**config.mk**
```make
export PLATFORM = sky130hd
export DESIGN_NAME = multi_slot_expiry_timer
export DESIGN_NICKNAME = d
export VERILOG_FILES = /design/src/hdl/mset_pkg.sv /design/src/hdl/mset_fifo.sv /design/src/hdl/mset_divider.sv /design/src/hdl/mset_engine.sv /design/src/hdl/multi_slot_expiry_timer.sv
export SDC_FILE = /design/constraint.sdc
export NUM_CORES = 2
export LEC_CHECK = 0
export BUFFER_PORTS_ARGS = -buffer_cell sky130_fd_sc_hd__buf_2
export CORE_MARGIN = 2
export CORE_UTILIZATION = 40
export CTS_CLUSTER_DIAMETER = 30
export CTS_CLUSTER_SIZE = 16
export DETAILED_ROUTE_END_ITERATION = 8
export MAX_ROUTING_LAYER = met4
export PLACE_DENSITY = 0.58
export SLEW_MARGIN = 40
export SYNTH_ARGS = -nofsm -noshare
export SYNTH_HDL_FRONTEND = slang
export SYNTH_SLANG_ARGS = --single-unit
export TNS_END_PERCENT = 30
```
**constraint.sdc**
```tcl
create_clock -name clk -period 11.4 [get_ports clk]
set_clock_uncertainty 0.15 [all_clocks]
set_input_delay 2.28 -clock clk [delete_from_list [all_inputs] [get_ports clk]]
set_output_delay 2.28 -clock clk [all_outputs]
set_load 0.005 [all_outputs]
```
**src/hdl/mset_pkg.sv**
```systemverilog
`timescale 1ns / 1ps
// ----------------------------------------------------------------------------
// mset_pkg: shared types and constants of the multi-slot expiry timer
// request codes, transaction structs and size limits
// ----------------------------------------------------------------------------
package mset_pkg;

  localparam int DefNumSlots = 8;
  localparam int MaxResults  = 8;
  localparam int MillisDiv   = 1000;

  typedef enum logic [2:0] {
    REQ_TICK   = 3'd0,
    REQ_CREATE = 3'd1,
    REQ_START  = 3'd2,
    REQ_STOP   = 3'd3,
    REQ_DELETE = 3'd4,
    REQ_POLL   = 3'd5,
    REQ_READ   = 3'd6,
    REQ_NONE   = 3'd7
  } req_t;

  typedef struct packed {
    logic [2:0]  req_type;
    logic [2:0]  slot_number;
    logic [31:0] timeout_period;
    logic        repeat_mode;
    logic        handler_present;
  } req_item_t;

  typedef struct packed {
    logic        success;
    logic [2:0]  result_slot;
    logic        expired;
    logic [31:0] micros_now;
    logic [31:0] millis_now;
    logic        last_of_run;
  } rsp_item_t;

endpackage

```
**src/hdl/mset_fifo.sv**
```systemverilog
`timescale 1ns / 1ps
// ----------------------------------------------------------------------------
// mset_fifo: small request queue
// decouples the front end from the slot engine
// ----------------------------------------------------------------------------
module mset_fifo #(
  parameter int Depth = 4
) (
  input  logic                clk,
  input  logic                rst,
  input  logic                wr,
  input  mset_pkg::req_item_t wdata,
  output logic                full,
  input  logic                rd,
  output mset_pkg::req_item_t rdata,
  output logic                empty
);
  import mset_pkg::*;

  localparam int AW = (Depth > 1) ? $clog2(Depth) : 1;

  req_item_t         mem [Depth];
  logic [AW-1:0]     wp;
  logic [AW-1:0]     rp;
  logic [AW:0]       cnt;

  assign full  = (cnt == (AW+1)'(Depth));
  assign empty = (cnt == '0);
  assign rdata = mem[rp];

  always_ff @(posedge clk) begin
    if (wr && !full) begin
      mem[wp] <= wdata;
    end
    if (rst) begin
      wp  <= '0;
      rp  <= '0;
      cnt <= '0;
    end else begin
      if (wr && !full) begin
        wp <= (wp == AW'(Depth - 1)) ? '0 : wp + 1'b1;
      end
      if (rd && !empty) begin
        rp <= (rp == AW'(Depth - 1)) ? '0 : rp + 1'b1;
      end
      cnt <= cnt + (AW+1)'(wr && !full) - (AW+1)'(rd && !empty);
    end
  end

endmodule

```
**src/hdl/mset_divider.sv**
```systemverilog
`timescale 1ns / 1ps
// ----------------------------------------------------------------------------
// mset_divider: radix-2 restoring divider
// 64 by 32 bit unsigned remainder, one quotient bit per cycle
// ----------------------------------------------------------------------------
module mset_divider (
  input  logic        clk,
  input  logic        rst,
  input  logic        start,
  input  logic [63:0] dividend,
  input  logic [31:0] divisor,
  output logic        done,
  output logic [31:0] remainder
);
  import mset_pkg::*;

  logic [63:0] quo;
  logic [31:0] rem;
  logic [31:0] dsr;
  logic [6:0]  cnt;
  logic        busy;
  logic [33:0] trial;

  // partial remainder stays below the divisor, so the shifted value needs 33 bits
  assign trial     = {1'b0, rem, quo[63]} - {2'b0, dsr};
  assign remainder = rem;

  always_ff @(posedge clk) begin
    if (rst) begin
      busy <= 1'b0;
      done <= 1'b0;
      cnt  <= '0;
    end else begin
      done <= 1'b0;
      if (start) begin
        busy <= 1'b1;
        quo  <= dividend;
        rem  <= '0;
        dsr  <= divisor;
        cnt  <= 7'd64;
      end else if (busy) begin
        if (!trial[33]) begin
          rem <= trial[31:0];
          quo <= {quo[62:0], 1'b1};
        end else begin
          rem <= {rem[30:0], quo[63]};
          quo <= {quo[62:0], 1'b0};
        end
        cnt <= cnt - 1'b1;
        if (cnt == 7'd1) begin
          busy <= 1'b0;
          done <= 1'b1;
        end
      end
    end
  end

endmodule

```
**src/hdl/mset_engine.sv**
```systemverilog
`timescale 1ns / 1ps
// ----------------------------------------------------------------------------
// mset_engine: slot table and request sequencer
// carries out one queued request at a time, writes results to an output queue
// ----------------------------------------------------------------------------
module mset_engine #(
  parameter int NumSlots = mset_pkg::DefNumSlots
) (
  input  logic                clk,
  input  logic                rst,
  input  logic                req_valid,
  input  mset_pkg::req_item_t req,
  output logic                req_take,
  output logic                rsp_empty,
  input  logic                rsp_pop,
  output mset_pkg::rsp_item_t rsp
);
  import mset_pkg::*;

  localparam int SW = (NumSlots > 1) ? $clog2(NumSlots) : 1;
  localparam int QW = $clog2(MaxResults);

  typedef enum logic [2:0] {
    S_IDLE, S_EXEC, S_SCAN, S_DIV, S_NEAR, S_EMPTY
  } state_t;

  state_t         state;
  req_item_t      cur;
  logic [63:0]    up_us;
  logic [31:0]    up_ms;
  logic [9:0]     ms_rem;
  logic [NumSlots-1:0] alloc;
  logic [NumSlots-1:0] armed;
  logic [NumSlots-1:0] rpt;
  logic [NumSlots-1:0] hnd;
  logic [31:0]    period [NumSlots];
  logic [63:0]    deadline [NumSlots];
  logic [63:0]    near_dl;
  logic           near_vld;
  logic [SW:0]    idx;
  logic [SW-1:0]  sidx;
  logic [63:0]    best;
  logic           found;
  logic [3:0]     nres;
  logic           handled;

  // output queue
  rsp_item_t      oq [MaxResults];
  logic [QW-1:0]  owp;
  logic [QW-1:0]  orp;
  logic [QW:0]    ocnt;
  logic           opush;
  rsp_item_t      oitem;
  logic           held;
  rsp_item_t      hitem;

  // catch-up divider: new deadline is now - (now - deadline) mod period + period
  logic           div_start;
  logic           div_done;
  logic [31:0]    div_r;

  mset_divider u_div (
    .clk(clk), .rst(rst), .start(div_start),
    .dividend(up_us - deadline[sidx]), .divisor(period[sidx]),
    .done(div_done), .remainder(div_r)
  );

  logic [SW-1:0] free_idx;
  logic          free_ok;
  logic          addr_ok;
  logic [SW-1:0] aslot;

  always_comb begin
    free_ok  = 1'b0;
    free_idx = '0;
    for (int i = NumSlots - 1; i >= 0; i--) begin
      if (!alloc[i]) begin
        free_ok  = 1'b1;
        free_idx = SW'(i);
      end
    end
  end

  assign addr_ok  = ({4'b0, cur.slot_number} < 7'(NumSlots));
  assign aslot    = SW'(cur.slot_number);
  assign sidx     = idx[SW-1:0];
  assign rsp_empty = (ocnt == '0);
  assign rsp       = oq[orp];
  // space for a full poll burst before a new request starts
  assign req_take  = (state == S_IDLE) && req_valid && (ocnt == '0) && !opush && !held;

  always_ff @(posedge clk) begin
    if (opush) begin
      oq[owp] <= oitem;
    end
    if (rst) begin
      owp  <= '0;
      orp  <= '0;
      ocnt <= '0;
    end else begin
      if (opush) owp <= owp + 1'b1;
      if (rsp_pop && !rsp_empty) orp <= orp + 1'b1;
      ocnt <= ocnt + (QW+1)'(opush) - (QW+1)'(rsp_pop && !rsp_empty);
    end
  end

  function automatic rsp_item_t mk(logic s, logic [2:0] sl, logic e,
                                   logic [31:0] us, logic [31:0] ms, logic l);
    rsp_item_t r;
    r.success = s; r.result_slot = sl; r.expired = e;
    r.micros_now = us; r.millis_now = ms; r.last_of_run = l;
    return r;
  endfunction

  always_ff @(posedge clk) begin
    if (rst) begin
      state    <= S_IDLE;
      up_us    <= '0;
      up_ms    <= '0;
      ms_rem   <= '0;
      alloc    <= '0;
      armed    <= '0;
      near_dl  <= '0;
      near_vld <= 1'b0;
      opush    <= 1'b0;
      held     <= 1'b0;
      div_start <= 1'b0;
      idx      <= '0;
      nres     <= '0;
      handled  <= 1'b0;
    end else begin
      opush     <= 1'b0;
      div_start <= 1'b0;
      unique case (state)
        S_IDLE: begin
          // a held poll result is flushed as last once the scan ends
          if (req_take) begin
            cur   <= req;
            state <= S_EXEC;
          end
        end
        S_EXEC: begin
          state <= S_IDLE;
          unique case (req_t'(cur.req_type))
            REQ_TICK: begin
              up_us <= up_us + 64'd1;
              if (ms_rem == 10'(MillisDiv - 1)) begin
                ms_rem <= '0;
                up_ms  <= up_ms + 32'd1;
              end else begin
                ms_rem <= ms_rem + 10'd1;
              end
            end
            REQ_CREATE: begin
              opush <= 1'b1;
              oitem <= free_ok ? mk(1'b1, 3'(free_idx), 1'b0, '0, '0, 1'b1)
                               : mk(1'b0, 3'd0, 1'b0, '0, '0, 1'b1);
              if (free_ok) begin
                alloc[free_idx]  <= 1'b1;
                armed[free_idx]  <= 1'b0;
                rpt[free_idx]    <= cur.repeat_mode;
                hnd[free_idx]    <= cur.handler_present;
                period[free_idx] <= cur.timeout_period;
              end
            end
            REQ_START: begin
              opush <= 1'b1;
              oitem <= mk(addr_ok && alloc[aslot] && hnd[aslot], 3'd0, 1'b0, '0, '0, 1'b1);
              if (addr_ok && alloc[aslot] && hnd[aslot]) begin
                deadline[aslot] <= up_us + {32'b0, period[aslot]};
                armed[aslot]    <= 1'b1;
                state <= S_NEAR;
                idx   <= '0;
                found <= 1'b0;
              end
            end
            REQ_STOP, REQ_DELETE: begin
              if (addr_ok && alloc[aslot]) begin
                armed[aslot] <= 1'b0;
                if (req_t'(cur.req_type) == REQ_DELETE) alloc[aslot] <= 1'b0;
                state <= S_NEAR;
                idx   <= '0;
                found <= 1'b0;
              end
            end
            REQ_POLL: begin
              nres    <= '0;
              handled <= 1'b0;
              idx     <= '0;
              if (near_vld && up_us >= near_dl) state <= S_SCAN;
              else state <= S_EMPTY;
            end
            REQ_READ: begin
              opush <= 1'b1;
              oitem <= mk(1'b1, 3'd0, 1'b0, up_us[31:0], up_ms, 1'b1);
            end
            default: ;
          endcase
        end
        S_SCAN: begin
          if (idx == (SW+1)'(NumSlots)) begin
            if (held) begin
              opush <= 1'b1;
              oitem <= mk(1'b1, hitem.result_slot, 1'b1, '0, '0, 1'b1);
              held  <= 1'b0;
            end
            if (handled) begin
              state <= S_NEAR;
              idx   <= '0;
              found <= 1'b0;
            end else begin
              state <= S_EMPTY;
            end
          end else if (alloc[sidx] && armed[sidx] && up_us >= deadline[sidx]) begin
            handled <= 1'b1;
            if (nres < 4'(MaxResults)) begin
              if (held) begin
                opush <= 1'b1;
                oitem <= hitem;
              end
              held  <= 1'b1;
              hitem <= mk(1'b1, 3'(sidx), 1'b1, '0, '0, 1'b0);
              nres  <= nres + 4'd1;
            end
            if (rpt[sidx] && period[sidx] != '0) begin
              div_start <= 1'b1;
              state     <= S_DIV;
            end else begin
              armed[sidx] <= 1'b0;
              idx <= idx + 1'b1;
            end
          end else begin
            idx <= idx + 1'b1;
          end
        end
        S_DIV: begin
          // first deadline past now: drop the partial period, add one full period
          if (div_done) begin
            deadline[sidx] <= up_us - {32'b0, div_r} + {32'b0, period[sidx]};
            idx   <= idx + 1'b1;
            state <= S_SCAN;
          end
        end
        S_NEAR: begin
          if (idx == (SW+1)'(NumSlots)) begin
            near_vld <= found;
            near_dl  <= found ? best : 64'd0;
            state    <= S_IDLE;
          end else begin
            if (alloc[sidx] && armed[sidx] && (!found || deadline[sidx] < best)) begin
              best  <= deadline[sidx];
              found <= 1'b1;
            end
            idx <= idx + 1'b1;
          end
        end
        S_EMPTY: begin
          state <= S_IDLE;
          if (nres == '0) begin
            opush <= 1'b1;
            oitem <= mk(1'b1, 3'd0, 1'b0, '0, '0, 1'b1);
          end
        end
        default: state <= S_IDLE;
      endcase
    end
  end

endmodule

```
**src/hdl/multi_slot_expiry_timer.sv**
```systemverilog
`timescale 1ns / 1ps
// ----------------------------------------------------------------------------
// multi_slot_expiry_timer: microsecond uptime with a table of expiry slots
// front request queue feeding a sequential slot engine with a result queue
// ----------------------------------------------------------------------------
// requests: the exec state carries out each taken request; start, stop and
// delete that take effect then hold the engine for the nearest-deadline scan
// poll: one scan over all slots, a 64-step divider run per periodic catch-up,
// plus the nearest-deadline scan when a slot fired
// throughput: one request at a time in the engine; a new one starts only once
// all results of the previous request are popped
// reset: synchronous rst clears uptime, slot allocation, arming and queues
module multi_slot_expiry_timer #(
  parameter int NumSlots = mset_pkg::DefNumSlots
) (
  input  logic                clk,
  input  logic                rst,
  input  logic                push,
  input  mset_pkg::req_item_t req,
  output logic                full,
  output logic                empty,
  input  logic                pop,
  output mset_pkg::rsp_item_t rsp
);
  import mset_pkg::*;

  req_item_t q_data;
  logic      q_empty;
  logic      q_take;

  // request transaction queue
  mset_fifo #(.Depth(4)) u_fifo (
    .clk(clk), .rst(rst), .wr(push), .wdata(req), .full(full),
    .rd(q_take), .rdata(q_data), .empty(q_empty)
  );

  // slot engine with its own result queue
  mset_engine #(.NumSlots(NumSlots)) u_engine (
    .clk(clk), .rst(rst), .req_valid(!q_empty), .req(q_data), .req_take(q_take),
    .rsp_empty(empty), .rsp_pop(pop), .rsp(rsp)
  );

endmodule

```
# After elaboration in Yosys (flattened, before gate mapping)
# Memories as Yosys holds them, arrays and structs flattened. A register that Yosys moved wholly into a read port is not among the register bits.
# Index checks and enable logic that the tools add are counted.
# word_totals
reg_bits,510
in_bits,44
output_inout_bits,72
memories,4
ramBits,1488
elab_cells,339
# op_classes
bitwise,14
eq_ne,46
n_reduce_logical,61
mux,147
magnitude_cmp,10
n_addsub,19
# memory_table
name,depth,word_bits,rd,rd_ports_with_merged_regs,write_ports,line,rtl
u_engine.oq,8,70,1,1,1,mset_engine.sv:48,rsp_item_t oq [MaxResults];
u_engine.deadline,8,64,1,1,1,mset_engine.sv:37,logic [63:0] deadline [NumSlots];
u_engine.period,8,32,2,1,1,mset_engine.sv:36,logic [31:0] period [NumSlots];
u_fifo.mem,4,40,1,1,1,mset_fifo.sv:22,req_item_t mem [Depth];
# op_table
cell,n
$mux 70,7
$pmux 70 s3,2
$mux 64,4
$add 64x32->64,2
$ge 64x64->1,2
$mux 3,24
$mux 8,9
$add 64x1->64 const B,1
$lt 64x64->1,1
$mux 32,2
$reduce_or 64->1,1
$sub 64x32->64,1
$sub 64x64->64,1
$mux 1,60
$mux 4,12
$sub 33x32->34,1
$add 32x1->32 const B,1
$and 8x8->8,4
$pmux 8 s2,2
$reduce_bool 32->1,1
$ne 2x1->1 const B,12
$not 8->8,3
$pmux 8 s3,1
$reduce_and 5->1,4
other kinds (57),139

# Longest topological paths before layout
# logic_depth
depth_word,17
depth_mapped,22
depth_no_buf,18

# By module
# From an unflattened synthesis, not the netlist that was laid out.
# hier_totals
hier_cells,6720
hier_area_um2,96925.5
# modules_own_cells
mod,area_per_inst_um2,seq_area_each_um2,cells_each,n_inst
mset_engine,83438.8,50128.1,5883,1
mset_divider,7238.2,4023.9,577,1
mset_fifo,6244.7,4984.8,259,1
multi_slot_expiry_timer,3.8,0.0,1,1

# Worst setup path after synthesis
# OpenSTA, ideal clock, no wires.
# synth_path
path_kind,register to register
from,register with a tool-made name
to,"register u_engine.oitem[0] (netlist bit), enable pin"
n_path_buf,6
period_less_slack_ns,11.947
path_stages_with_launch,18
arrival_time_ns,11.127
setup_ns,0.670
slack_ns,-0.547
t_required_ns,10.580
cell_sequence,dfxtp_1 buf_2 buf_2 buf_2 buf_2 buf_1 mux4_2 mux2i_1 ha_1 clkbuf_1 nand2_1 nor2_1 nand2_1 or4_1 a2111o_1 a21oi_1 nor2_1 nor4_1
# synth_lines
item,line,rtl
end signal: assignment,mset_engine.sv:156,"oitem <= free_ok ? mk(1'b1, 3'(free_idx), 1'b0, '0, '0, 1'b1)"
end signal: assignment,mset_engine.sv:168,"oitem <= mk(addr_ok && alloc[aslot] && hnd[aslot], 3'd0, 1'b0, '0, '0, 1'b1);"
end signal: assignment,mset_engine.sv:195,"oitem <= mk(1'b1, 3'd0, 1'b0, up_us[31:0], up_ms, 1'b1);"
end: declaration,mset_engine.sv:53,rsp_item_t oitem;

==> flow_summary.json <==
{
  "htree_levels": 5,
  "setup.worst_path.class": "reg -> reg",
  "synthDominantAreaCellType": "edfxtp_1",
  "vdd.ir_drop.worst_v": 0.000147,
  "cts-hold-fix-buffers": 0,
  "first_pass_grt_wire_length_um": 382000,
  "area_taken_by_multi_input_logic_gates_mm2": 0.0338,
  "portion_of_total_power_attributed_to_sequential_cells": 0.370,
  "ctsRootBufferMaster": "clkbuf_16",
  "layout.cells.non_filler": 10500,
  "synthArstFlopShare": 0,
  "num_vias": 58600,
  "report.final.setup_viol": 0,
  "synthMostInstantiatedCell": "edfxtp_1",
  "drcViolationCount": 0,
  "final_hold_viol_count": 0,
  "netlist_top_cells_area": "edfxtp_1 (57%), mux4_2 (9.1%), dfxtp_1 (4.9%)",
  "swShare": 0.230,
  "drt-pass1-iter-count": 6,
  "cellPowerDensity_mw_per_mm2": 202,
  "syn2layout_area_growth_pct": 21.1,
  "comb_power_share": 0.087,
  "routed.top_layer": "met4",
  "reg2regPathDepth": 18,
  "p_sw_mw": 5.36,
  "post-synth-top-area-fraction": 0.571,
  "cts.repair.resized": 0,
  "grtUsageTotal": 0.214,
  "global_route.overflow_total": 0,
  "synth_commonest_cells": "edfxtp_1 (1,810), inv_1 (457), mux4_2 (383), nor2_1 (383), ha_1 (372)",
  "floorplan.initialDensity": 0.401,
  "required_ns": 11.88,
  "fillCellCount": 20200,
  "worst_skew_pair.late_latency_ns": 1.00,
  "post_route_cell_area_mm2": 0.115,
  "clock_sinks": 2044,
  "path_clk_slew_ns": 0.05,
  "dpl.hpwl_um": 171000,
  "ant_nets": 0,
  "wire_per_inst_um": 24.3,
  "boundaryPins": 116,
  "grt_start_max_net_pins": 110,
  "synth-seq-area-share": 0.620,
  "finish.net_count": 7434,
  "layout_worst_path_cycle_share": 0.671,
  "port_buffers": 115,
  "utilization": 0.486,
  "routed_wl_um": 255000,
  "reg2reg_slack_ns": 3.75,
  "layout-drive-gt1-share": 0.216,
  "worst_r2r_endpoint": "u_engine.deadline[2][59]",
  "grt_pass1_vias": 59200,
  "final_max_slew_viol_count": 0,
  "outcome": "completed",
  "setup_tns_ns": 0,
  "min_period_ns": 7.65,
  "post_cts.repair.setup_buffers": 0,
  "globalplace.congestion": 0.980,
  "synthesis.instances": 6587,
  "total_power_mw": 23.3,
  "antenna_found_initial": 8,
  "cp-end-kind": "flop",
  "post_placement_cell_area_mm2": 0.100,
  "synth_cell_types": 92,
  "design.core.area_mm2": 0.237,
  "total_die_area_mm2": 0.242,
  "max_slew.worst_pin.slew_ns": 0.872,
  "drt_first_iter_violations": 5052,
  "internal-power_mw": 18.0,
  "clock_path_buffers": 4,
  "met3RoutedLength_um": 16200,
  "route.met2.wl_um": 118000,
  "cp-start-kind": "flop",
  "cts-buffers-inserted": 423,
  "hold_path.class": "reg -> reg",
  "crit_fanout": 87,
  "yosys_most_used_dff": "edfxtp_1",
  "fin_ws_ns": 3.75,
  "syn-cell-area_mm2": 0.0952,
  "max-cap-violations": 0,
  "die_h_um": 492,
  "power_frac_clock": 0.542,
  "slew-limit-headroom": 0.402,
  "floorplan.rows": 179,
  "placed_cells_incl_taps": 9722,
  "area_taken_by_flip_flops_and_latches_mm2": 0.0591,
  "timing.critical_path.arrival_ns": 8.13,
  "max_freq_ghz": 0.131,
  "via_per_inst": 5.58,
  "worst_setup_path_endpoint": "u_engine.deadline[2][59]",
  "post_synth_edffs": 1810,
  "place_ws_ns": 3.98,
  "cts_tree": "built",
  "synthesis.area_per_instance_um2": 14.5,
  "wirelength_met1_um": 114000,
  "final.hold.worst_slack_ns": 0.293,
  "synth-seq-cells": 2044,
  "die_x_um": 492,
  "grt_setup_unrepaired": "false",
  "yosys_warnings": 0,
  "p_leak_nw": 40.8,
  "synth_nets": 7040
}
per-layer routing:
metal,track usage,vias to the layer above
li1,-,26200
met1,0.294,29800
met2,0.329,2101
met3,0.0342,404
met4,0.0657,0
met5,-,-
worst max-delay path, stage by stage (launching register included):
cell	delay (ns)
dfxtp_4	0.76
buf_12	0.36
buf_16	0.37
mux4_2	0.45
mux2i_1	0.64
fa_1	0.56
inv_1	0.08
ha_1	0.32
nand3_1	0.13
o211ai_1	0.19
nor3_1	0.23
nor2_1	0.10
a32oi_1	0.55
o221ai_1	0.43
a31oi_1	0.63
o22ai_1	0.26
a31oi_1	0.26
xor2_1	0.09
mux2i_1	0.44
power groups by stage:
stage          Sequential [mW]  Combinational (mW)  Clock, mW
2_1_floorplan             8.70                1.35          0
3_3_place_gp              8.81                1.95          0
3_5_place_dp              8.78                2.06          0
4_1_cts                   8.64                2.08       12.8
5_1_grt                   8.66                2.21       13.2
6_report                  8.64                2.04       12.7
sequential cells by signal (all words and copies together), names as in the netlist, 7 cells and up, named ones only:
signal	flops
u_engine.deadline	512
u_engine.oitem	70
u_engine.oq	560
u_engine.armed	8
u_engine.cur	37
u_engine.u_div.dsr	32
u_engine.u_div.quo	64
u_engine.period	256
u_engine.ms_rem	10
u_engine.u_div.cnt	7
u_engine.up_us	64
u_engine.near_dl	64
u_engine.hnd	8
u_fifo.mem	160
u_engine.alloc	8
u_engine.rpt	8
u_engine.up_ms	32
u_engine.u_div.remainder	32
u_engine.best	64
cell families (layout without fill, tap and decap cells):
family	Yosys count	in the layout	synth area share
flip-flops	2044	2044	0.620
AND/OR/NAND/NOR	1328	1328	0.0682
AO/OA/AOI/OAI	1103	1103	0.0762
buffers and inverters	740	1480	0.0294
multiplexers	672	672	0.123
adder cells (fa/ha/maj)	409	409	0.0567
XOR/XNOR	291	291	0.0268
other	0	3	0
placed cells by master, fill, tap and decap left out, types with 39 or more instances in the layout:
| cell | n |
|---|---|
| clkinv_1 | 43 |
| bufinv_16 | 75 |
| mux4_2 | 383 |
| a22oi_1 | 83 |
| a21oi_1 | 296 |
| nor2b_1 | 48 |
| xnor2_1 | 184 |
| clkbuf_16 | 427 |
| buf_4 | 104 |
| inv_1 | 457 |
| mux2_2 | 142 |
| edfxtp_1 | 1810 |
| buf_2 | 117 |
| clkinvlp_4 | 57 |
| a31oi_1 | 39 |
| o21ai_1 | 52 |
| a21o_1 | 116 |
| nand3_1 | 113 |
| clkinv_2 | 52 |
| a22o_1 | 76 |
| ha_1 | 372 |
| mux2i_1 | 144 |
| nand4_1 | 99 |
| nor3_1 | 65 |
| xor2_1 | 107 |
| o21ai_0 | 163 |
| nor2_1 | 358 |
| dfxtp_1 | 224 |
| nand2b_1 | 51 |
| nand2_1 | 310 |
| and2_1 | 85 |
worst min-delay path by stage:
stage	endpoint	from	depth (start not counted)
finish	u_engine.near_dl[42]	u_engine.best[42]	1
CTS	u_engine.near_dl[42]	u_engine.best[42]	1
detailed placement	u_engine.near_dl[1]	u_engine.near_dl[1]	2
global route	u_engine.near_dl[42]	u_engine.best[42]	1
global placement	u_engine.near_dl[8]	u_engine.near_dl[8]	2
floorplan	u_engine.near_dl[8]	u_engine.near_dl[8]	2
final cells by class:
type	instances	share of cell area
Timing Repair Buffer	250	0.0168
Clock inverter	307	0.0341
Inverter	459	0.0149
Antenna cell	3	0.0000651
Clock buffer	464	0.0945
Multi-Input combinational cell	3803	0.293
Sequential cell	2044	0.512
Tap cell	3167	0.0344
(Power assumes the default switching activity.)
